[src/bbr_pkg.sv]
`timescale 1ns / 1ps
// ----------------------------------------------------------------------------
// bbr_pkg
// Shared types and constants of the 3x3 RGB box blur.
// ----------------------------------------------------------------------------
package bbr_pkg;

	localparam int CH_W      = 8;
	localparam int POS_W     = 10;
	localparam int CFG_W     = 11;
	localparam int CFG_IDX_W = 1;
	localparam int MIN_SIZE  = 3;

	localparam int IMAGE_WIDTH_RST  = 640;
	localparam int IMAGE_HEIGHT_RST = 480;

	localparam logic [CFG_IDX_W-1:0] REG_IMAGE_WIDTH  = 1'd0;
	localparam logic [CFG_IDX_W-1:0] REG_IMAGE_HEIGHT = 1'd1;

	// floor(x / 9) = (x * 7282) >> 16 for x up to 9 * 255
	localparam int RS_W     = CH_W + 2;
	localparam int SUM_W    = CH_W + 4;
	localparam int DIV9_MUL = 7282;
	localparam int DIV9_SH  = 16;
	localparam int PROD_W   = SUM_W + 13;

	// result slots of one input word, in emission order
	localparam int RES_MAIN = 0;
	localparam int RES_EOL  = 1;
	localparam int RES_EOF  = 2;
	localparam int RES_N    = 3;

	localparam int Q_DEPTH = 8;
	localparam int Q_AW    = 3;

	localparam int CH_RED   = 2;
	localparam int CH_GREEN = 1;
	localparam int CH_BLUE  = 0;

	typedef logic [2:0][CH_W-1:0] rgb_t;

	typedef struct packed {
		logic             frame_start;
		logic [CH_W-1:0]  red_in;
		logic [CH_W-1:0]  green_in;
		logic [CH_W-1:0]  blue_in;
	} pix_in_t;

	typedef struct packed {
		logic [POS_W-1:0] out_row;
		logic [POS_W-1:0] out_col;
		logic [CH_W-1:0]  red_out;
		logic [CH_W-1:0]  green_out;
		logic [CH_W-1:0]  blue_out;
		logic             last_of_run;
	} pix_out_t;

	typedef struct packed {
		logic             interior;
		logic [RES_N-1:0] has;
		logic [POS_W-1:0] r1_row;
		logic [POS_W-1:0] r1_col;
		logic [POS_W-1:0] r2_col;
		logic [POS_W-1:0] r3_row;
		logic [POS_W-1:0] r3_col;
	} meta_t;

	typedef struct packed {
		meta_t meta;
		rgb_t  rgb;
	} q_entry_t;

endpackage

[src/bbr_window.sv]
`timescale 1ns / 1ps
// ----------------------------------------------------------------------------
// bbr_window
// 3x3 window registers, row sums, total and divide by nine.
// Fixed pipeline s1 -> s4, no stalls; s4 pushes into the result queue.
// ----------------------------------------------------------------------------
module bbr_window (
	input  logic               clk,
	input  logic               arst_n,
	input  logic               s1_valid,
	input  bbr_pkg::meta_t     s1_meta,
	input  bbr_pkg::rgb_t      col_top,
	input  bbr_pkg::rgb_t      col_mid,
	input  bbr_pkg::rgb_t      col_bot,
	output logic               push,
	output bbr_pkg::q_entry_t  push_entry
);

	bbr_pkg::rgb_t  win_q [3][3];

	logic           valid_s2, valid_s3, valid_s4;
	bbr_pkg::meta_t meta_s2, meta_s3, meta_s4;

	logic [bbr_pkg::RS_W-1:0]   rs_d  [3][3];
	logic [bbr_pkg::RS_W-1:0]   rs_s3 [3][3];
	logic [bbr_pkg::SUM_W-1:0]  tot_d [3];
	logic [bbr_pkg::PROD_W-1:0] prod_d  [3];
	logic [bbr_pkg::PROD_W-1:0] prod_s4 [3];
	bbr_pkg::rgb_t              avg;

	always_ff @(posedge clk or negedge arst_n) begin
		if (!arst_n) begin
			for (int r = 0; r < 3; r++) begin
				for (int c = 0; c < 3; c++) begin
					win_q[r][c] <= '0;
				end
			end
		end else if (s1_valid) begin
			for (int r = 0; r < 3; r++) begin
				win_q[r][0] <= win_q[r][1];
				win_q[r][1] <= win_q[r][2];
			end
			win_q[0][2] <= col_top;
			win_q[1][2] <= col_mid;
			win_q[2][2] <= col_bot;
		end
	end

	always_comb begin
		for (int r = 0; r < 3; r++) begin
			for (int ch = 0; ch < 3; ch++) begin
				rs_d[r][ch] = bbr_pkg::RS_W'(win_q[r][0][ch])
					+ bbr_pkg::RS_W'(win_q[r][1][ch])
					+ bbr_pkg::RS_W'(win_q[r][2][ch]);
			end
		end
	end

	always_comb begin
		for (int ch = 0; ch < 3; ch++) begin
			tot_d[ch] = bbr_pkg::SUM_W'(rs_s3[0][ch]) + bbr_pkg::SUM_W'(rs_s3[1][ch])
				+ bbr_pkg::SUM_W'(rs_s3[2][ch]);
			prod_d[ch] = bbr_pkg::PROD_W'(tot_d[ch])
				* bbr_pkg::PROD_W'(bbr_pkg::DIV9_MUL);
		end
	end

	always_comb begin
		for (int ch = 0; ch < 3; ch++) begin
			avg[ch] = prod_s4[ch][bbr_pkg::DIV9_SH +: bbr_pkg::CH_W];
		end
	end

	always_ff @(posedge clk or negedge arst_n) begin
		if (!arst_n) begin
			valid_s2 <= 1'b0;
			valid_s3 <= 1'b0;
			valid_s4 <= 1'b0;
		end else begin
			valid_s2 <= s1_valid;
			valid_s3 <= valid_s2;
			valid_s4 <= valid_s3;
		end
	end

	always_ff @(posedge clk) begin
		meta_s2 <= s1_meta;
		meta_s3 <= meta_s2;
		meta_s4 <= meta_s3;
		rs_s3   <= rs_d;
		prod_s4 <= prod_d;
	end

	assign push            = valid_s4 && (meta_s4.has != '0);
	assign push_entry.meta = meta_s4;
	assign push_entry.rgb  = meta_s4.interior ? avg : '0;

endmodule

[config.mk]
export PLATFORM = sky130hd
export DESIGN_NAME = bbr_window
export DESIGN_NICKNAME = d
export VERILOG_FILES = /design/src/bbr_pkg.sv /design/src/bbr_window.sv
export SDC_FILE = /design/constraint.sdc
export NUM_CORES = 1
export LEC_CHECK = 0
export BUFFER_PORTS_ARGS = -buffer_cell sky130_fd_sc_hd__buf_2
export CELL_PAD_IN_SITES_DETAIL_PLACEMENT = 1
export CELL_PAD_IN_SITES_GLOBAL_PLACEMENT = 1
export CORE_MARGIN = 10
export CORE_UTILIZATION = 45
export DETAILED_ROUTE_END_ITERATION = 16
export PLACE_DENSITY = 0.72
export SYNTH_ARGS = -nofsm -noshare
export SYNTH_HDL_FRONTEND = slang
export SYNTH_SLANG_ARGS = --single-unit
[constraint.sdc]
create_clock -name clk -period 8.53 [get_ports clk]
set_clock_uncertainty 0.2 [all_clocks]
set_input_delay 0.4265 -clock clk [delete_from_list [all_inputs] [get_ports clk]]
set_output_delay 0.4265 -clock clk [all_outputs]
set_load 0.005 [all_outputs]
**Word-level counts from Yosys, hierarchy flattened**

Index checks and enable logic that the tools add are counted.

- Mux-type cells: 1
- Div/mod/pow operators: 0
- Multiply operators: 3
- Bitwise logic cells: 0
- Reductions and logical operators: 2
- Add/sub/neg operators: 24
- Shifts and indexed selects: 0
- Equal/unequal tests: 0
- Order comparisons: 0

Operators with widths:

| cell | number |
|---|---|
| $add 9x8->10 | 9 |
| $add 8x8->9 | 9 |
| $mul 12x12->23 const B | 3 |
| $add 11x10->12 | 3 |
| $add 10x10->11 | 3 |
| $mux 24 | 1 |
| $reduce_bool 3->1 | 1 |
| $logic_and 1x1->1 | 1 |

- Bits in latches: 0
- Flip-flop bits (word level): 540
- RAM bits: 0
- Memories kept: 0
- Input bits: 129
- Memory bits (read-only): 0

**Depth between registers and ports, before layout**

- Depth after elaboration: 3
- Gate-level depth with buffers: 29
- Gate-level depth less buffers: 29

**Least setup slack after synthesis**

No wires, ideal clock.

- Path type: reg-to-reg
- From: reg rs_s3[1] in the netlist's numbering
- To: reg prod_s4, in the netlist avg[23]
- Arrival: 6.528 ns
- Path slack: 1.681 ns
- Cell stages (with the launch flop): 30
- Required time: 8.209 ns
- Setup time: 0.121 ns
- Clock period less this slack: 6.849 ns
- Path through: dfxtp_1 -> inv_1 -> fa_1 -> inv_1 -> ha_1 -> fa_1 -> a21o_1 -> a21oi_1 -> o21bai_1 -> a2111oi_0 -> a21oi_1 -> xnor2_2 -> inv_2 -> ha_1 -> ha_1 -> inv_1 -> fa_1 -> inv_1 -> fa_1 -> inv_1 -> fa_1 -> inv_1 -> ha_1 -> nand2_1 -> o21ai_0 -> a221oi_1 -> a21boi_2 -> a311o_2 -> o31ai_4 -> xnor2_1

RTL lines:

| item | RTL line | source |
|---|---|---|
| start, declared | bbr_window.sv:25 | `logic [bbr_pkg::RS_W-1:0] rs_s3 [3][3];` |
| start signal, assigned | bbr_window.sv:90 | `rs_s3 <= rs_d;` |
| end signal, assigned | bbr_window.sv:91 | `prod_s4 <= prod_d;` |
| end, declared | bbr_window.sv:28 | `logic [bbr_pkg::PROD_W-1:0] prod_s4 [3];` |

==> summary.md <==
| Metric | Value |
|---|---|
| RSZ-0062 raised after global routing | `false` |
| Setup_tns | `0 ns` |
| Post-synth cell types | `55` |
| Delay-heaviest family, CP | `adder cells` |
| Global-route wire length before repair | `93250 um` |
| Row count | `86` |
| TritonCTS clock tree | `yes` |
| Skew-Pair Late Insertion Delay | `0.62 ns` |
| Global route overflow | `0` |
| Drt wl/cell | `between 15 and 20 um` |
| FF+latch count, synth | `495` |
| Synth Area in Adders | `0.2889` |
| M2 GR Usage | `0.3085` |
| Crit start category | `flop` |
| Final Hold Viols | `0` |
| GRT busiest layer | `met2` |
| Yosys top cell area share | `0.2190` |
| Most used DFF post-synth | `dfxtp_1` |
| Commonest non-fill, non-tap cell in the layout | `ha_1` |
| Port bufs | `207` |
| Area leader, netlist | `dfxtp_1` |
| Pre-antenna DRT Iters | `4` |
| Crit path kind | `reg -> reg` |
| GPL Wtd Cong | `0.8333` |
| Post-synth EDFFs | `0` |
| Via count | `15460` |
| Synth Area in XOR/XNOR | `0.04745` |
| Die Footprint | `65950 um2` |
| HP Class | `reg -> reg` |
| Inserted Clock Buffers | `53` |
| Max-cap viol count | `0` |
| Vias per inst | `4.832` |
| DRC Markers | `0` |
| Least-Margin Pin Slew | `0.9635 ns` |
| Synth warn | `0` |
| Filler Cells Inserted | `5699` |
| Total stage count of the critical path | `29` |
| Initial antenna violation count | `4` |
| Synth Area in Simple Gates | `0.03818` |
| Commonest cells after routing, fill and taps aside | `ha_1 (289), inv_1 (279), dfxtp_1 (276)` |
| Crit path buf inv count | `7` |
| I/O Pins | `208` |
| Worst-path clk slew | `0.06 ns` |
| Worst-case clock buffer depth | `3` |
| Synth area leaders | `dfxtp_1 (22%), dfrtp_1 (22%), fa_1 (15%)` |
| Final Critical Period | `7.464 ns` |
| Worst Reg-to-Reg Cells | `29` |
| Fin nets | `3007` |
| Worst setup EP type | `flop` |
| Setup violations, final | `0` |
| Final period util | `0.8750` |
| Sequential area share after synthesis | `0.4361` |
| H-tree Lvls | `2` |
| Antenna-violating nets left | `0` |
| Hold path cells | `0` |
| Largest family of logic cells by synthesized area | `adder cells` |
| Slew HR | `0.3576` |
| DRT Wirelength | `56820 um` |
| DPL Wire Length | `41700 um` |
| Worst Path Max Fanout | `4` |
| Synth Area in Compound Gates | `0.05905` |
| Mapped Nets | `2642` |
| CTS Sinks | `between 400 and 500` |
| Post-synthesis cell area | `between 20000 and 30000 um2` |
| CTS root buffer | `clkbuf_16` |
| Fmax | `between 100 and 150 MHz` |
| Avg Cell Area, Syn | `12.36 um2` |
| Die Width | `256.8 um` |
| Syn-to-layout area delta | `20.01%` |
| Max stage delay on crit path | `0.53 ns` |
| Starting Density | `0.4562` |
| Vias in the first global route | `18140` |
| Worst path most repeated cell | `inv_1` |
| Pin count of the biggest net entering global routing | `109` |
| 1st-iter DRT viols | `438` |
| Mapped Cells | `2041` |
| Final Slew Violations | `0` |
| Mux contribution to synthesized area | `0.08434` |
| CP required | `8.85 ns` |
| GR Layer Usage met3 | `0.04390` |
| Layout cells sized above 1 | `0.2048` |
| Core outline area | `55310 um2` |
| Critical Path Slowest Stage Cell | `fa_1` |
| Asr flop ratio synth | `0.4424` |
| Crit path arrival time | `7.79 ns` |
| Status | `complete, no violations` |
| Die Y | `256.8 um` |
| Met1 usage | `0.2017` |
| GR Util All Layers | `0.1727` |
registers in the layout (all words and copies together) (netlist names):
| signal | count |
|---|---|
| rs_s3 | 90 |
| meta_s3 | 54 |
| valid_s3 | 1 |
| push_entry | 54 |
| avg | 24 |
| valid_s4 | 1 |
| win_q | 216 |
| meta_s2 | 54 |
| valid_s2 | 1 |
Yosys cell counts (all sizes together), types with 28 or more instances:
library cell / count
ha: 289
inv: 280
dfxtp: 276
dfrtp: 219
mux2: 189
fa: 183
o21ai: 84
xnor2: 77
a21oi: 74
nand2: 70
xor2: 58
a21o: 38
nor2: 32
and2: 28
cell type report:
class	count	area (um2)	share of cell area
clock inverters	25	311.5	0.01029
flip-flops and latches	495	11010	0.3634
repair buffers	339	2367	0.07817
inverters	280	1051	0.03471
diodes	1	2.502	0.00008263
multi-input cells	1237	13070	0.4315
clock buffers	75	1541	0.05090
well taps	748	935.9	0.03090
metal layers:
layer  vias to the layer above  routed length, um
met4                         6               1267
met1                      7708              23900
met5                         -                 43
li1                       7424                  -
met3                        83               3013
met2                       241              28600
timing repair:
action,CTS,global route
setup buffers,0,0
hold buffers,128,0
resized for setup,0,0
hold endpoints to repair,233,0
final timing paths:
path,from,endpoint,slack [ns]
worst max register to register,rs_s3[1]$_DFF_P_,avg[22]$_DFF_P_,1.07
max in group asynchronous,arst_n,win_q[82]$_DFFE_PN0P_,6.50
worst min-delay path,meta_s3[10]$_DFF_P_,push_entry[34]$_DFF_P_,0.13
worst max-delay path,rs_s3[1]$_DFF_P_,avg[22]$_DFF_P_,1.07
worst min register to register,meta_s3[10]$_DFF_P_,push_entry[34]$_DFF_P_,0.13
min in group asynchronous,arst_n,win_q[97]$_DFFE_PN0P_,0.27
cells by family (layout without fill, tap and decap cells):
| family | after synthesis | count (layout) |
|---|---|---|
| buffers and inverters | 309 | 719 |
| flip-flops | 495 | 495 |
| AO/OA/AOI/OAI | 245 | 245 |
| XOR/XNOR | 135 | 135 |
| multiplexers | 189 | 189 |
| adder cells (fa/ha/maj) | 473 | 473 |
| other | 0 | 1 |
| AND/OR/NAND/NOR | 195 | 195 |
per-stage QoR:
step                      area [um2]  setup slack (ns)  cells    util  hold WS, ns
after detailed placement       27150             1.048   2971  0.4908       0.1132
after CTS                      30280             1.023   3199  0.5475       0.1231
after floorplan                25230             1.681   2041       -     -0.06909
after global routing           30280            0.6088   3200  0.5476       0.1316
after global placement         27150             1.274   2971  0.4908       0.1096
final                          30280             1.066   3200  0.5476       0.1270
Power is left out: the tool's default activity adds up to more than one toggle a clock period on the data nets, which glitch-free logic cannot reach.
