**src/bbr_pkg.sv**
```systemverilog
`timescale 1ns / 1ps
// ----------------------------------------------------------------------------
// bbr_pkg
// Shared types and constants of the 3x3 RGB box blur.
// ----------------------------------------------------------------------------
package bbr_pkg;

	localparam int CH_W      = 8;
	localparam int POS_W     = 10;
	localparam int CFG_W     = 11;
	localparam int CFG_IDX_W = 1;
	localparam int MIN_SIZE  = 3;

	localparam int IMAGE_WIDTH_RST  = 640;
	localparam int IMAGE_HEIGHT_RST = 480;

	localparam logic [CFG_IDX_W-1:0] REG_IMAGE_WIDTH  = 1'd0;
	localparam logic [CFG_IDX_W-1:0] REG_IMAGE_HEIGHT = 1'd1;

	// floor(x / 9) = (x * 7282) >> 16 for x up to 9 * 255
	localparam int RS_W     = CH_W + 2;
	localparam int SUM_W    = CH_W + 4;
	localparam int DIV9_MUL = 7282;
	localparam int DIV9_SH  = 16;
	localparam int PROD_W   = SUM_W + 13;

	// result slots of one input word, in emission order
	localparam int RES_MAIN = 0;
	localparam int RES_EOL  = 1;
	localparam int RES_EOF  = 2;
	localparam int RES_N    = 3;

	localparam int Q_DEPTH = 8;
	localparam int Q_AW    = 3;

	localparam int CH_RED   = 2;
	localparam int CH_GREEN = 1;
	localparam int CH_BLUE  = 0;

	typedef logic [2:0][CH_W-1:0] rgb_t;

	typedef struct packed {
		logic             frame_start;
		logic [CH_W-1:0]  red_in;
		logic [CH_W-1:0]  green_in;
		logic [CH_W-1:0]  blue_in;
	} pix_in_t;

	typedef struct packed {
		logic [POS_W-1:0] out_row;
		logic [POS_W-1:0] out_col;
		logic [CH_W-1:0]  red_out;
		logic [CH_W-1:0]  green_out;
		logic [CH_W-1:0]  blue_out;
		logic             last_of_run;
	} pix_out_t;

	typedef struct packed {
		logic             interior;
		logic [RES_N-1:0] has;
		logic [POS_W-1:0] r1_row;
		logic [POS_W-1:0] r1_col;
		logic [POS_W-1:0] r2_col;
		logic [POS_W-1:0] r3_row;
		logic [POS_W-1:0] r3_col;
	} meta_t;

	typedef struct packed {
		meta_t meta;
		rgb_t  rgb;
	} q_entry_t;

endpackage

```
**src/bbr_out_queue.sv**
```systemverilog
`timescale 1ns / 1ps
// ----------------------------------------------------------------------------
// bbr_out_queue
// Queue of per-pixel entries; each entry is sent as one to three result
// words, one word per accepted handshake.
// ----------------------------------------------------------------------------
module bbr_out_queue (
	input  logic               clk,
	input  logic               arst_n,
	input  logic               push,
	input  bbr_pkg::q_entry_t  push_entry,
	output logic               blur_valid,
	input  logic               blur_ready,
	output bbr_pkg::pix_out_t  blur,
	output logic               pop
);

	bbr_pkg::q_entry_t          q_mem [bbr_pkg::Q_DEPTH];
	logic [bbr_pkg::Q_AW-1:0]   wr_ptr_q, rd_ptr_q;
	logic [bbr_pkg::Q_AW:0]     count_q;
	logic [bbr_pkg::RES_N-1:0]  done_q;

	bbr_pkg::q_entry_t          head;
	logic [bbr_pkg::RES_N-1:0]  rem, cur;
	logic                       last, word_acc;

	assign head       = q_mem[rd_ptr_q];
	assign rem        = head.meta.has & ~done_q;
	assign cur        = rem & (~rem + 1'b1);
	assign last       = (rem == cur);
	assign blur_valid = (count_q != '0);
	assign word_acc   = blur_valid && blur_ready;
	assign pop        = word_acc && last;

	always_comb begin
		blur.last_of_run = last;
		if (cur[bbr_pkg::RES_MAIN]) begin
			blur.out_row   = head.meta.r1_row;
			blur.out_col   = head.meta.r1_col;
			blur.red_out   = head.rgb[bbr_pkg::CH_RED];
			blur.green_out = head.rgb[bbr_pkg::CH_GREEN];
			blur.blue_out  = head.rgb[bbr_pkg::CH_BLUE];
		end else if (cur[bbr_pkg::RES_EOL]) begin
			blur.out_row   = head.meta.r1_row;
			blur.out_col   = head.meta.r2_col;
			blur.red_out   = '0;
			blur.green_out = '0;
			blur.blue_out  = '0;
		end else begin
			blur.out_row   = head.meta.r3_row;
			blur.out_col   = head.meta.r3_col;
			blur.red_out   = '0;
			blur.green_out = '0;
			blur.blue_out  = '0;
		end
	end

	always_ff @(posedge clk) begin
		if (push) begin
			q_mem[wr_ptr_q] <= push_entry;
		end
	end

	always_ff @(posedge clk or negedge arst_n) begin
		if (!arst_n) begin
			wr_ptr_q <= '0;
			rd_ptr_q <= '0;
			count_q  <= '0;
			done_q   <= '0;
		end else begin
			if (push) begin
				wr_ptr_q <= wr_ptr_q + 1'b1;
			end
			if (pop) begin
				rd_ptr_q <= rd_ptr_q + 1'b1;
				done_q   <= '0;
			end else if (word_acc) begin
				done_q <= done_q | cur;
			end
			case ({push, pop})
				2'b10:   count_q <= count_q + 1'b1;
				2'b01:   count_q <= count_q - 1'b1;
				default: count_q <= count_q;
			endcase
		end
	end

`ifndef SYNTHESIS
	a_no_overflow: assert property (@(posedge clk) disable iff (!arst_n)
		push |-> (count_q < (bbr_pkg::Q_AW+1)'(bbr_pkg::Q_DEPTH)))
		else $error("result queue overflow");
	a_head_has_word: assert property (@(posedge clk) disable iff (!arst_n)
		blur_valid |-> rem != '0)
		else $error("queue head has no word left to send");
	a_done_clears: assert property (@(posedge clk) disable iff (!arst_n)
		word_acc && blur.last_of_run |=> done_q == '0)
		else $error("word mask not cleared after last word");
`endif

endmodule

```
**config.mk**
```make
export PLATFORM = sky130hd
export DESIGN_NAME = bbr_out_queue
export DESIGN_NICKNAME = d
export VERILOG_FILES = /design/src/bbr_pkg.sv /design/src/bbr_out_queue.sv
export SDC_FILE = /design/constraint.sdc
export NUM_CORES = 1
export LEC_CHECK = 0
export BUFFER_PORTS_ARGS = -buffer_cell sky130_fd_sc_hd__clkbuf_2
export CAP_MARGIN = 5
export CORE_MARGIN = 2
export CORE_UTILIZATION = 55
export CTS_CLUSTER_SIZE = 8
export DETAILED_ROUTE_END_ITERATION = 16
export MAX_ROUTING_LAYER = met4
export PLACE_DENSITY = 0.76
export RECOVER_POWER = 25
export SLEW_MARGIN = 20
export SYNTH_ARGS = -nofsm -noshare
export SYNTH_HDL_FRONTEND = slang
export SYNTH_SLANG_ARGS = --single-unit
```
**constraint.sdc**
```tcl
create_clock -name clk -period 6.95 [get_ports clk]
set_clock_uncertainty 0.15 [all_clocks]
set_input_delay 0.695 -clock clk [delete_from_list [all_inputs] [get_ports clk]]
set_output_delay 0.695 -clock clk [all_outputs]
set_load 0.01 [all_outputs]
```
After elaboration in Yosys (flattened, before gate mapping):

Memories as Yosys holds them, arrays and structs flattened.
Index checks and enable logic that the tools add are counted.

* reductions and logical operators: 5
* bitwise operators: 5
* multiplexer cells: 7
* add/sub/neg operators: 5
* equal/unequal tests: 3

Operators with widths (number)
* 44-bit two-way mux: 2
* 3-bit by 1-bit adder with 3-bit output, second input constant: 3
* 4-bit case mux with 2 select lines: 1
* 3-bit AND: 2
* 3-bit two-way mux: 2
* 3-bit inverter: 2
* 4-bit by 1-bit adder with 4-bit output, second input constant: 1
* 2-bit nonzero test: 2
* 4-bit nonzero test: 1
* 4-bit by 1-bit subtractor with 4-bit output, second input constant: 1
* 3-bit equality test: 1
* 3-bit bitwise OR: 1
* 2-bit by 1-bit equality test with 1-bit output, second input constant: 1
* 2-bit equality test, second input constant: 1
* 1-bit logical AND: 2
* 1-bit two-way mux: 2

* bits in writable memories: 624
* input bits: 82
* memories: 1
* output and inout bits: 47
* flip-flop bits (word level): 13
* logic and storage cells: 30

Memory list
* q_mem: depth 8, bits a word 78, rd ports 1, clocked after Yosys merged registers in 0, write ports 1, line bbr_out_queue.sv:18 `bbr_pkg::q_entry_t q_mem [bbr_pkg::Q_DEPTH];`

Logic depth before layout (Yosys ltp):

Gate-level depths: netlist of the first run.

* depth after elaboration: 9
* gate-level depth with buffers: 14

Worst setup path after synthesis of the first run:

Ideal clock, no wire load.

* path kind: in2reg
* start point: in push
* end point: mem q_mem[0][0] (netlist name) (enable)
* required time: 6.193 ns
* buffers on the path: 0
* stages on the path: 2
* setup time: 0.607 ns
* arrival: 6.010 ns
* slack: 0.183 ns
* cells stage by stage: nand2b_1 nor3_1

* cells in the longest elaborated chain, start to end: 2

Ends and longest elaborated chain
* from (decl): line bbr_out_queue.sv:10 `input logic push,`
* 1-bit two-way mux: line bbr_out_queue.sv:59 `if (push) begin`
* 1-bit two-way mux (implied by the code): line bbr_out_queue.sv:60 `q_mem[wr_ptr_q] <= push_entry;`
* to (decl): line bbr_out_queue.sv:18

No other way between the ends.

==> results.md, run 1 <==
- The run finished with clean final reports.
- The die is 213 um tall.
- The area growth from synthesis to layout is 14.9%.
- The finished cells cover about 28000 um2.
- On the critical path the largest part of the delay comes from simple AND/OR/NAND/NOR gates.
- The power density of the placed cells is approximately 440 nW/um2.
- The proportion of layout cells with a drive suffix above 1 is between 20% and 30%.
- The final core utilization is 64.2%.
- The clock sink total is 629.
- The hold slack is 0.240 ns.
- In the final design database the tool counted approximately 1.3k nets.
- The clock slew seen by the registers of the worst setup and hold paths is 0.05 ns.
- In the final routed layout, each cell accounts on average for between 20 and 30 um.
- The top achievable clock speed is around 190 MHz.
- The critical path goes through mux4_2 > nand2b_1 > o211ai_4 > nand2_1 > a211oi_1 > a21oi_1 > clkbuf_2.
- The distinct cell type count after synthesis is 34.
- The initial utilization of the core area, before any placement, comes to 55.9%.
- STA classifies the critical path startpoint as a register.
- In this run the cell area measured after placement is 25500 um2.
- The minimum period implied by the final worst setup slack is a little over 5 ns.
- The largest individual stage delay along the critical path comes from the cell sky130_fd_sc_hd__dfrtp_4.
- The die covers approximately 46000 um2.
- The arrival time at the worst endpoint is 4.35 ns.
- The first-pass GRT wire length is roughly 73 mm.
- In this run the standard cell core region covers 43200 um2.
- The combined area of all synthesized cells is between 20000 and 25000 um2.
- The remaining number of nets flagged by the antenna check after routing is 0.
- In this run, CTS created clock tree buffers numbering 88.
- The instance count after placement with tap cells included is around 1.7k.
- The pin count of the biggest net entering global routing is 59.
- The number of antenna violations at the first check in global routing is 7.
- The number of nets produced by synthesis is about 1.1k.
- After synthesis the netlist holds a flip-flop and latch count of approximately 630.
- Setup repair after global routing left no endpoint under its margin.
- Setup total negative slack on the finished layout was measured at 0 ns.
- The congestion estimate from routability-driven global placement came to 0.709.
- The DRC marker count from the first detailed-route iteration is approximately 1.1k.
- The first detailed-routing pass ran for 5 iterations.
- The relative max-transition margin is 24.7%.
- CTS placed an instance of sky130_fd_sc_hd__clkbuf_16 at the clock tree root.
- After synthesis, the cell types taking the most area are sky130_fd_sc_hd__edfxtp_1 (77%), sky130_fd_sc_hd__mux4_2 (14%), sky130_fd_sc_hd__mux2i_1 (2.4%).
- The mean cell area of the mapped netlist is roughly 23 um2.
- The number of endpoints failing setup at the final stage is 0.
- The maximum cell stage delay along the critical path is 0.90 ns.
- Setup slack on the critical path of the routed design comes to roughly 1.8 ns.
- For this run the aggregate overflow at the end of global routing stands at 0.
- The clock tree synthesis step divided the H-tree into 3 levels.
- Counting both buffers and inverters, the worst setup path holds a total of 1.
- Clock latency on the worst-skew pair, taken at its later pin, is roughly 0.58 ns.
- For this run, design rule violations remaining after detail routing come to 0.
- The via count of the first global-routing pass is 12.0k.
- At the pin with the least slew margin, the transition time is roughly 1.1 ns.
- The I/O pin total is between 100 and 150.
- The path class of the tightest hold or removal check is in2reg.
- Along the worst path, the maximum fanout reaches 52.
- The width of the die is 213 um.
- The number of standard cells after synthesis is 1051.
- Detailed routing inserted a total of 11.1k vias.
- The fraction of the cycle the final worst path needs is between 70% and 80%.
- The detail-routed via count per cell is approximately 6.
- The number of pins exceeding their max-slew limit in the final report is 0.
- The initialized floorplan defines 76 standard-cell rows.
- The kind of capture point of the worst setup path is an output port.
- The area share of the largest cell type after synthesis is roughly three quarters.
- Detailed placement finished with a half-perimeter wire length of between 20 and 25 mm.
- The filler cells instantiated in the layout total 2877.
- During placement, the flow inserted port buffers numbering approximately 130.
- The path type of the worst setup path is reg2out.
- Summed over all cells, the static leakage comes to between 9 and 10 nW.
- The worst slack at placement is between 2 and 2.5 ns.
- The number of failing hold endpoints at the final stage is 0.
- The number of standard cells in the final layout excluding fillers is between 1.5k and 2k.
- The maximum buffer depth of the clock tree is 3.
- TritonCTS built the clock tree.
- The design draws between 10 and 15 mW.
- After synthesis, flip-flops and latches occupy about four fifths of the total area.
- STA puts the critical path data required time at 6.11 ns.
- The warning count from the yosys run is 0.
- The overall track demand over capacity in global routing is 22.8%.
- The worst-case IR drop observed on VDD is around 0.23 mV.
- sky130_fd_sc_hd__edfxtp_1 takes more of the synthesized area than any other cell.
- The final wirelength is between 40 and 50 mm.
- Max-cap violations in this run came to 0.
-- where the power goes --
group / internal (mW) / total [mW] / switching (mW)
combinational: 1.58 / 3.57 / 1.98
sequential: 4.78 / 5.07 / 0.286
clock: 2.24 / 3.63 / 1.39
-- Yosys cell counts --
master                     instances
sky130_fd_sc_hd__o211ai_1         10
sky130_fd_sc_hd__ha_1              5
sky130_fd_sc_hd__nand4b_1          1
sky130_fd_sc_hd__nor2b_1          12
sky130_fd_sc_hd__buf_2            24
sky130_fd_sc_hd__mux2_4            1
sky130_fd_sc_hd__nand2b_1          5
sky130_fd_sc_hd__o211ai_2          1
sky130_fd_sc_hd__nor3_1            2
sky130_fd_sc_hd__a21oi_1          13
sky130_fd_sc_hd__dfrtp_1          13
sky130_fd_sc_hd__mux4_2          151
sky130_fd_sc_hd__xnor2_1           3
sky130_fd_sc_hd__edfxtp_1        616
sky130_fd_sc_hd__or2_1             2
sky130_fd_sc_hd__a32o_1            1
sky130_fd_sc_hd__a21o_4            1
sky130_fd_sc_hd__inv_1             1
sky130_fd_sc_hd__clkbuf_1         20
sky130_fd_sc_hd__or4_1             1
sky130_fd_sc_hd__nand2_1          17
sky130_fd_sc_hd__nand3b_1          3
sky130_fd_sc_hd__xor2_1            6
sky130_fd_sc_hd__nor3b_4           1
sky130_fd_sc_hd__o21ai_0          14
sky130_fd_sc_hd__nor2_1           33
sky130_fd_sc_hd__a211oi_1         10
sky130_fd_sc_hd__mux2_2           12
sky130_fd_sc_hd__and2_1            1
sky130_fd_sc_hd__mux4_1            2
sky130_fd_sc_hd__mux2i_1          58
sky130_fd_sc_hd__buf_1             6
sky130_fd_sc_hd__buf_4             4
sky130_fd_sc_hd__buf_6             1
-- placed cells by master (no fill, tap or decap), drive strengths merged, types with 6 or more instances in the layout --
cell	instances
mux4	153
clkbuf	225
buf	24
o211ai	11
nor2b	12
dfrtp	13
xor2	6
o21ai	14
mux2i	58
nand2	17
diode	8
nor2	33
a211oi	10
mux2	13
edfxtp	616
a21oi	13
-- cell type report --
class | count | area, um2 | share of cell area, %
sequential | 629 | 18800 | 68.0
multi-input combinational | 366 | 5090 | 18.4
clock buffer | 98 | 2260 | 8.16
timing repair buffer | 152 | 763 | 2.75
tap | 585 | 732 | 2.64
antenna | 8 | 20.0 | 0.0722
clock inverter | 1 | 5.00 | 0.0181
inverter | 1 | 3.75 | 0.0135
-- sequential cells by signal, summed over array words and instances (netlist names) --
name / cells
count_q: 4
done_q: 3
q_mem: 616
rd_ptr_q: 3
wr_ptr_q: 3
-- worst register-to-register path: cells and delay by family (launching register included) --
kind | cells | cell delay, ns
flops | 1 | 0.90
xor+xnor | 3 | 0.40
fa+ha+maj | 2 | 0.52
buf+inv | 1 | 0.79
compound gates | 1 | 0.14
simple gates | 4 | 0.77
mux | 2 | 0.78
-- layer usage --
metal  track usage, %  vias up  share of wire, %
li1                 -     4769                 -
met1             29.2     5924                41
met2             36.7      350                51
met3             5.33       95               6.3
met4             7.33        0               2.3
met5                -        -                 0
-- cell families after synthesis --
group / count (synthesis) / synth area share, %
and+or+nand+nor: 78 / 1.58
muxes: 224 / 17.4
xor gates and xnor gates: 9 / 0.327
AOI/OAI and AO/OA: 50 / 1.34
adders and majority gates: 5 / 0.259
buffers and inverters: 56 / 1.09
DFF: 629 / 78.1
-- what timing repair did --
action	in CTS	in global routing
hold buffers	1	0
gates resized for setup	0	0
buffers inserted	0	0
endpoints found under the hold margin	13	0
-- path summary, 6_finish.rpt --
path	slack [ns]	end	start	cells after the start
max	1.76	blur[42]	rd_ptr_q[1]$_DFFE_PN0N_	7
min	0.24	q_mem[1][10]$_DFFE_PP_	push_entry[10]	1
max reg2reg	2.38	count_q[2]$_DFFE_PN0P_	rd_ptr_q[1]$_DFFE_PN0N_	13
min reg2reg	0.31	count_q[3]$_DFFE_PN0P_	count_q[3]$_DFFE_PN0P_	1
max in group asynchronous	5.95	rd_ptr_q[0]$_DFFE_PN0N_	arst_n	2
min in group asynchronous	0.40	count_q[2]$_DFFE_PN0P_	arst_n	2
Power figures use the tool's default switching activity.
==> inputs of run 2 (changes only) <==
--- a/config.mk
+++ b/config.mk
@@ -5,14 +5,15 @@
 export SDC_FILE = /design/constraint.sdc
 export NUM_CORES = 1
 export LEC_CHECK = 0
+export ABC_AREA = 1
 export BUFFER_PORTS_ARGS = -buffer_cell sky130_fd_sc_hd__clkbuf_2
 export CAP_MARGIN = 5
 export CORE_MARGIN = 2
-export CORE_UTILIZATION = 55
+export CORE_UTILIZATION = 61
 export CTS_CLUSTER_SIZE = 8
 export DETAILED_ROUTE_END_ITERATION = 16
 export MAX_ROUTING_LAYER = met4
-export PLACE_DENSITY = 0.76
+export PLACE_DENSITY = 0.79
 export RECOVER_POWER = 25
 export SLEW_MARGIN = 20
 export SYNTH_ARGS = -nofsm -noshare
==> constraint.sdc (replaced) <==
create_clock -name clk -period 4.91 [get_ports clk]
set_clock_uncertainty 0.15 [all_clocks]
set_input_delay 0.491 -clock clk [delete_from_list [all_inputs] [get_ports clk]]
set_output_delay 0.491 -clock clk [all_outputs]
set_load 0.01 [all_outputs]
==> results.md, run 2 <==
- The run finished with clean final reports.
- The reported leakage power is between 10 and 15 nW.
- Input and output buffers added on the ports amount to roughly 130.
- The switching power as a share of total power is about 36%.
- Counting the fill cells in the layout gives about 2.6k.
- Once the floorplan was initialized, standard cells occupied roughly three fifths of the core.
- The area growth from synthesis to layout is 14.3%.
- Per report_power, the sequential group accounts for around 38% of the total.
- The tightest min-delay check is of the in2reg type.
- Setup repair after global routing left no endpoint under its margin.
- The clock tree from TritonCTS is done.
- The root buffer cell chosen for the clock tree is sky130_fd_sc_hd__clkbuf_16.
- The number of max-capacitance violations reported is 0.
- Of the post-synthesis cell area, the dominant cell type holds 74.1%.
- The distinct cell type count after synthesis is 28.
- The die is approximately 210 um tall.
- By count the netlist is led by sky130_fd_sc_hd__edfxtp_1 (616), sky130_fd_sc_hd__nand2_1 (410), sky130_fd_sc_hd__nor2_1 (217), sky130_fd_sc_hd__o21ai_0 (177), sky130_fd_sc_hd__o22ai_1 (100).
- The clock slew seen by the registers of the worst setup and hold paths is 0.05 ns.
- The clock reaches the later pin of the worst-skew pair after roughly 0.6 ns.
- Summed over all failing endpoints, the final setup total negative slack is 0 ns.
- The relative max-transition margin is approximately a quarter.
- In this run, the clock network consumes between 20% and 30% of the power.
- The mean cell area of the mapped netlist is 13.1 um2.
- The switching power total is ~6.4 mW.
- The arrival time at the worst endpoint is ~3.6 ns.
- The number of failing hold endpoints at the final stage is 0.
- Combinational logic is responsible for approximately 33% of the overall power.
- In this run the power density over the cells is around 630 nW/um2.
- The most frequent cell after synthesis is sky130_fd_sc_hd__edfxtp_1.
- The pin slew with the least headroom to its limit is between 1 and 1.5 ns.
- The maximum buffer depth of the clock tree is 3.
- The initialized floorplan defines 74 standard-cell rows.
- For this run, the slowest stage of the critical path takes just under 0.8 ns.
- The remaining number of nets flagged by the antenna check after routing is 0.
- The biggest area contributor in the post-synthesis netlist is sky130_fd_sc_hd__edfxtp_1.
- The first routing iteration left around 1.8k violations.
- In the post-synthesis netlist, the biggest area contributors are sky130_fd_sc_hd__edfxtp_1 (74%), sky130_fd_sc_hd__nand2_1 (6.2%), sky130_fd_sc_hd__o21ai_0 (3.6%).
- The first-pass GRT wire length is about 90 mm.
- The number of standard cells after synthesis is roughly 1.9k.
- The endpoint required time on the critical path is between 4 and 5 ns.
- The startpoint kind of the worst setup timing path is a register.
- Traced cell by cell, the critical path runs through inv_8 > buf_4 > o21ai_0 > o22ai_1 > nand2_1 > nand2_1 > nand2_1 > nand3_1 > clkbuf_2.
- Cells with a size suffix above 1 make up between 10% and 20% of the layout.
- The placer's final routability congestion estimate is 0.777.
- Leaving out fill and tap cells, the most frequent cell in the layout is sky130_fd_sc_hd__edfxtp_1.
- For this run, design rule violations remaining after detail routing come to 0.
- The largest registers in the layout are q_mem: 616 flops, count_q: 4 flops.
- Counting instances, the worst hold path has a depth of 2.
- In this run, synthesis inferred ~620 flip-flops with an integrated enable.
- Dividing the detail-routed wire length by the instance count gives 22.3 um.
- By instance count, the cell type seen most on the critical path is sky130_fd_sc_hd__nand2_1.
- OpenSTA, run right after detailed placement, puts the worst setup slack at 1.26 ns.
- The depth of the most critical reg-to-reg path is 16.
- The number of buffers and inverters on the critical path is 3.
- The post-detailed-placement half-perimeter wirelength is approximately 29 mm.
- The area of the die is 42500 um2.
- The reg-to-reg setup timing slack is between 1 and 1.5 ns.
- The total overflow reported by the global router is 0.
- Leaving out fill and tap cells, the most frequent cells in the layout are sky130_fd_sc_hd__edfxtp_1 (616), sky130_fd_sc_hd__nand2_1 (410), sky130_fd_sc_hd__nor2_1 (209).
- The width of the die is around 210 um.
- The I/O pin total is 129.
- The via count of the first global-routing pass is between 15k and 20k.
- The dominant register cell in the synthesized netlist is sky130_fd_sc_hd__edfxtp_1.
- In this run the most critical hold path is launched from push.
- Subtracting the final worst setup slack from the clock period gives 4.21 ns.
- The maximum net fanout on the critical path is 90.
- Of the available clock period, the critical path in the final layout requires between 80% and 90%.
- The CTS buffer count is just under 90.
- The destination of the worst register-to-register timing path is count_q[3]$_DFFE_PN0P_.
- The number of pins exceeding their max-slew limit in the final report is 0.
- Counting flops per register, the top entry is q_mem.
- Among all stages on the critical path, the largest delay is contributed by sky130_fd_sc_hd__buf_4.
- The number of antenna violations at the first check in global routing is 8.
- For this run, the post-layout net count is about 2.1k.
- The final wirelength is slightly below 60 mm.
- The warning count from the yosys run is 0.
- The portion of the post-synthesis area used by sequential elements is between 70% and 80%.
- The register cell area after layout is 18800 um2.
- The number of H-tree branching levels is 3.
- The worst path setup slack after routing is 0.702 ns.
- STA classifies the critical path endpoint as an output port.
- VDD sags by at most roughly 0.38 mV.
- On the critical path the largest part of the delay comes from buffers and inverters.
- In this run the critical register-to-register path is launched from rd_ptr_q[0]$_DFFE_PN0N_.
- The pin count of the biggest net entering global routing is 179.
- In the global route stage, overall resource usage came out at approximately 28%.
- The worst hold path terminates at wr_ptr_q[1]$_DFFE_PN0P_.
- The flip-flop count of the largest register, all copies and words added is 616.
- The area of the core region is between 40000 and 50000 um2.
- The area occupied by multi-input gates is roughly 5400 um2.
- The register bit count reported by yosys is ~630.
- Clock tree synthesis found a total of 629 sinks.
- Setup violations remaining at the end of the flow were counted as 0.
- The path type of the worst setup path is reg2out.
- Internal power comes to around 12 mW.
- The combined area of all synthesized cells is 25000 um2.
- The detail-routed via count per cell is approximately 6.2.
- The number of nets produced by synthesis is around 2.0k.
- The number of vias after detailed routing is between 15k and 20k.
- After synthesis, the share of flip-flops with an asynchronous set or reset is 2.07%.
- Static timing analysis puts the maximum clock frequency at 238 MHz.
- The pre-antenna-repair detailed-routing pass consisted of 6 iterations.
[run 2: final cells by class]
| class | count | share of cell area (%) |
|---|---|---|
| inverter | 41 | 0.588 |
| clock buffer | 105 | 8.02 |
| timing repair buffer | 172 | 3.73 |
| antenna | 8 | 0.0702 |
| multi-input combinational | 1115 | 18.9 |
| sequential | 629 | 66.0 |
| tap | 532 | 2.33 |
| clock inverter | 7 | 0.294 |
[run 2: worst max path at each step]
stage | start | to | slack [ns] | depth (start not counted)
2_1_floorplan | push | q_mem[0][0]$_DFFE_PP_ | 0.16 | 3
3_3_place_gp | rd_ptr_q[0]$_DFFE_PN0N_ | count_q[3]$_DFFE_PN0P_ | 1.36 | 16
3_5_place_dp | rd_ptr_q[0]$_DFFE_PN0N_ | count_q[3]$_DFFE_PN0P_ | 1.26 | 16
4_1_cts | rd_ptr_q[0]$_DFFE_PN0N_ | blur[26] | 0.70 | 9
5_1_grt | rd_ptr_q[0]$_DFFE_PN0N_ | blur[26] | 0.47 | 9
6_report | rd_ptr_q[0]$_DFFE_PN0N_ | blur[34] | 0.70 | 9
[run 2: cells by family after synthesis]
group           count (synthesis)  synth area share [%]
flops                         629                  75.4
simple gates                  667                  10.3
xor+xnor                        7                 0.246
buf+inv                       167                  3.19
fa+ha+maj                       5                 0.251
compound gates                436                  10.6
[run 2: layer usage]
layer	vias up	part of all wire [%]	track usage, %
li1	7236	-	-
met1	7990	38	36.6
met2	858	50	44.9
met3	129	9.1	5.08
met4	0	2.8	12.0
met5	-	0	-
[run 2: per-stage QoR]
step	util (%)	hold WS, ns	area, um2	instances	total power [mW]
2_1_floorplan	-	0.0454	25000	1911	10.8
3_3_place_gp	63.9	0.268	26000	2470	12.3
3_5_place_dp	63.9	0.272	26000	2470	12.6
4_1_cts	70.2	0.000846	28500	2601	17.9
5_1_grt	70.1	0.0333	28500	2609	18.8
6_report	70.1	0.00774	28500	2609	17.9
[run 2: timing repair]
item	in CTS	in global routing
hold buffers	19	0
setup buffers	0	0
setup endpoints to repair	0	0
hold endpoints to repair	111	0
gates resized for setup	0	0
[run 2: worst register-to-register path: stages (launching register included)]
cell,delay [ns]
sky130_fd_sc_hd__dfrtp_4,0.74
sky130_fd_sc_hd__buf_4,0.55
sky130_fd_sc_hd__nand2_1,0.11
sky130_fd_sc_hd__nand3_1,0.10
sky130_fd_sc_hd__nand3_1,0.09
sky130_fd_sc_hd__nand3_1,0.17
sky130_fd_sc_hd__nand2_2,0.19
sky130_fd_sc_hd__nand2_2,0.16
sky130_fd_sc_hd__nand3_2,0.16
sky130_fd_sc_hd__inv_1,0.18
sky130_fd_sc_hd__ha_1,0.24
sky130_fd_sc_hd__xor2_1,0.21
sky130_fd_sc_hd__nand2_1,0.08
sky130_fd_sc_hd__nor2_1,0.13
sky130_fd_sc_hd__a21oi_1,0.07
sky130_fd_sc_hd__o21ai_0,0.10
sky130_fd_sc_hd__xnor2_1,0.14
[run 2: power by group through the flow]
stage / Sequential (mW) / Clock, mW / Combinational (mW)
3_5_place_dp: 6.86 / 0 / 5.71
4_1_cts: 6.77 / 5.34 / 5.80
3_3_place_gp: 6.84 / 0 / 5.51
5_1_grt: 6.81 / 5.57 / 6.38
2_1_floorplan: 6.79 / 0 / 3.99
6_report: 6.78 / 5.29 / 5.83
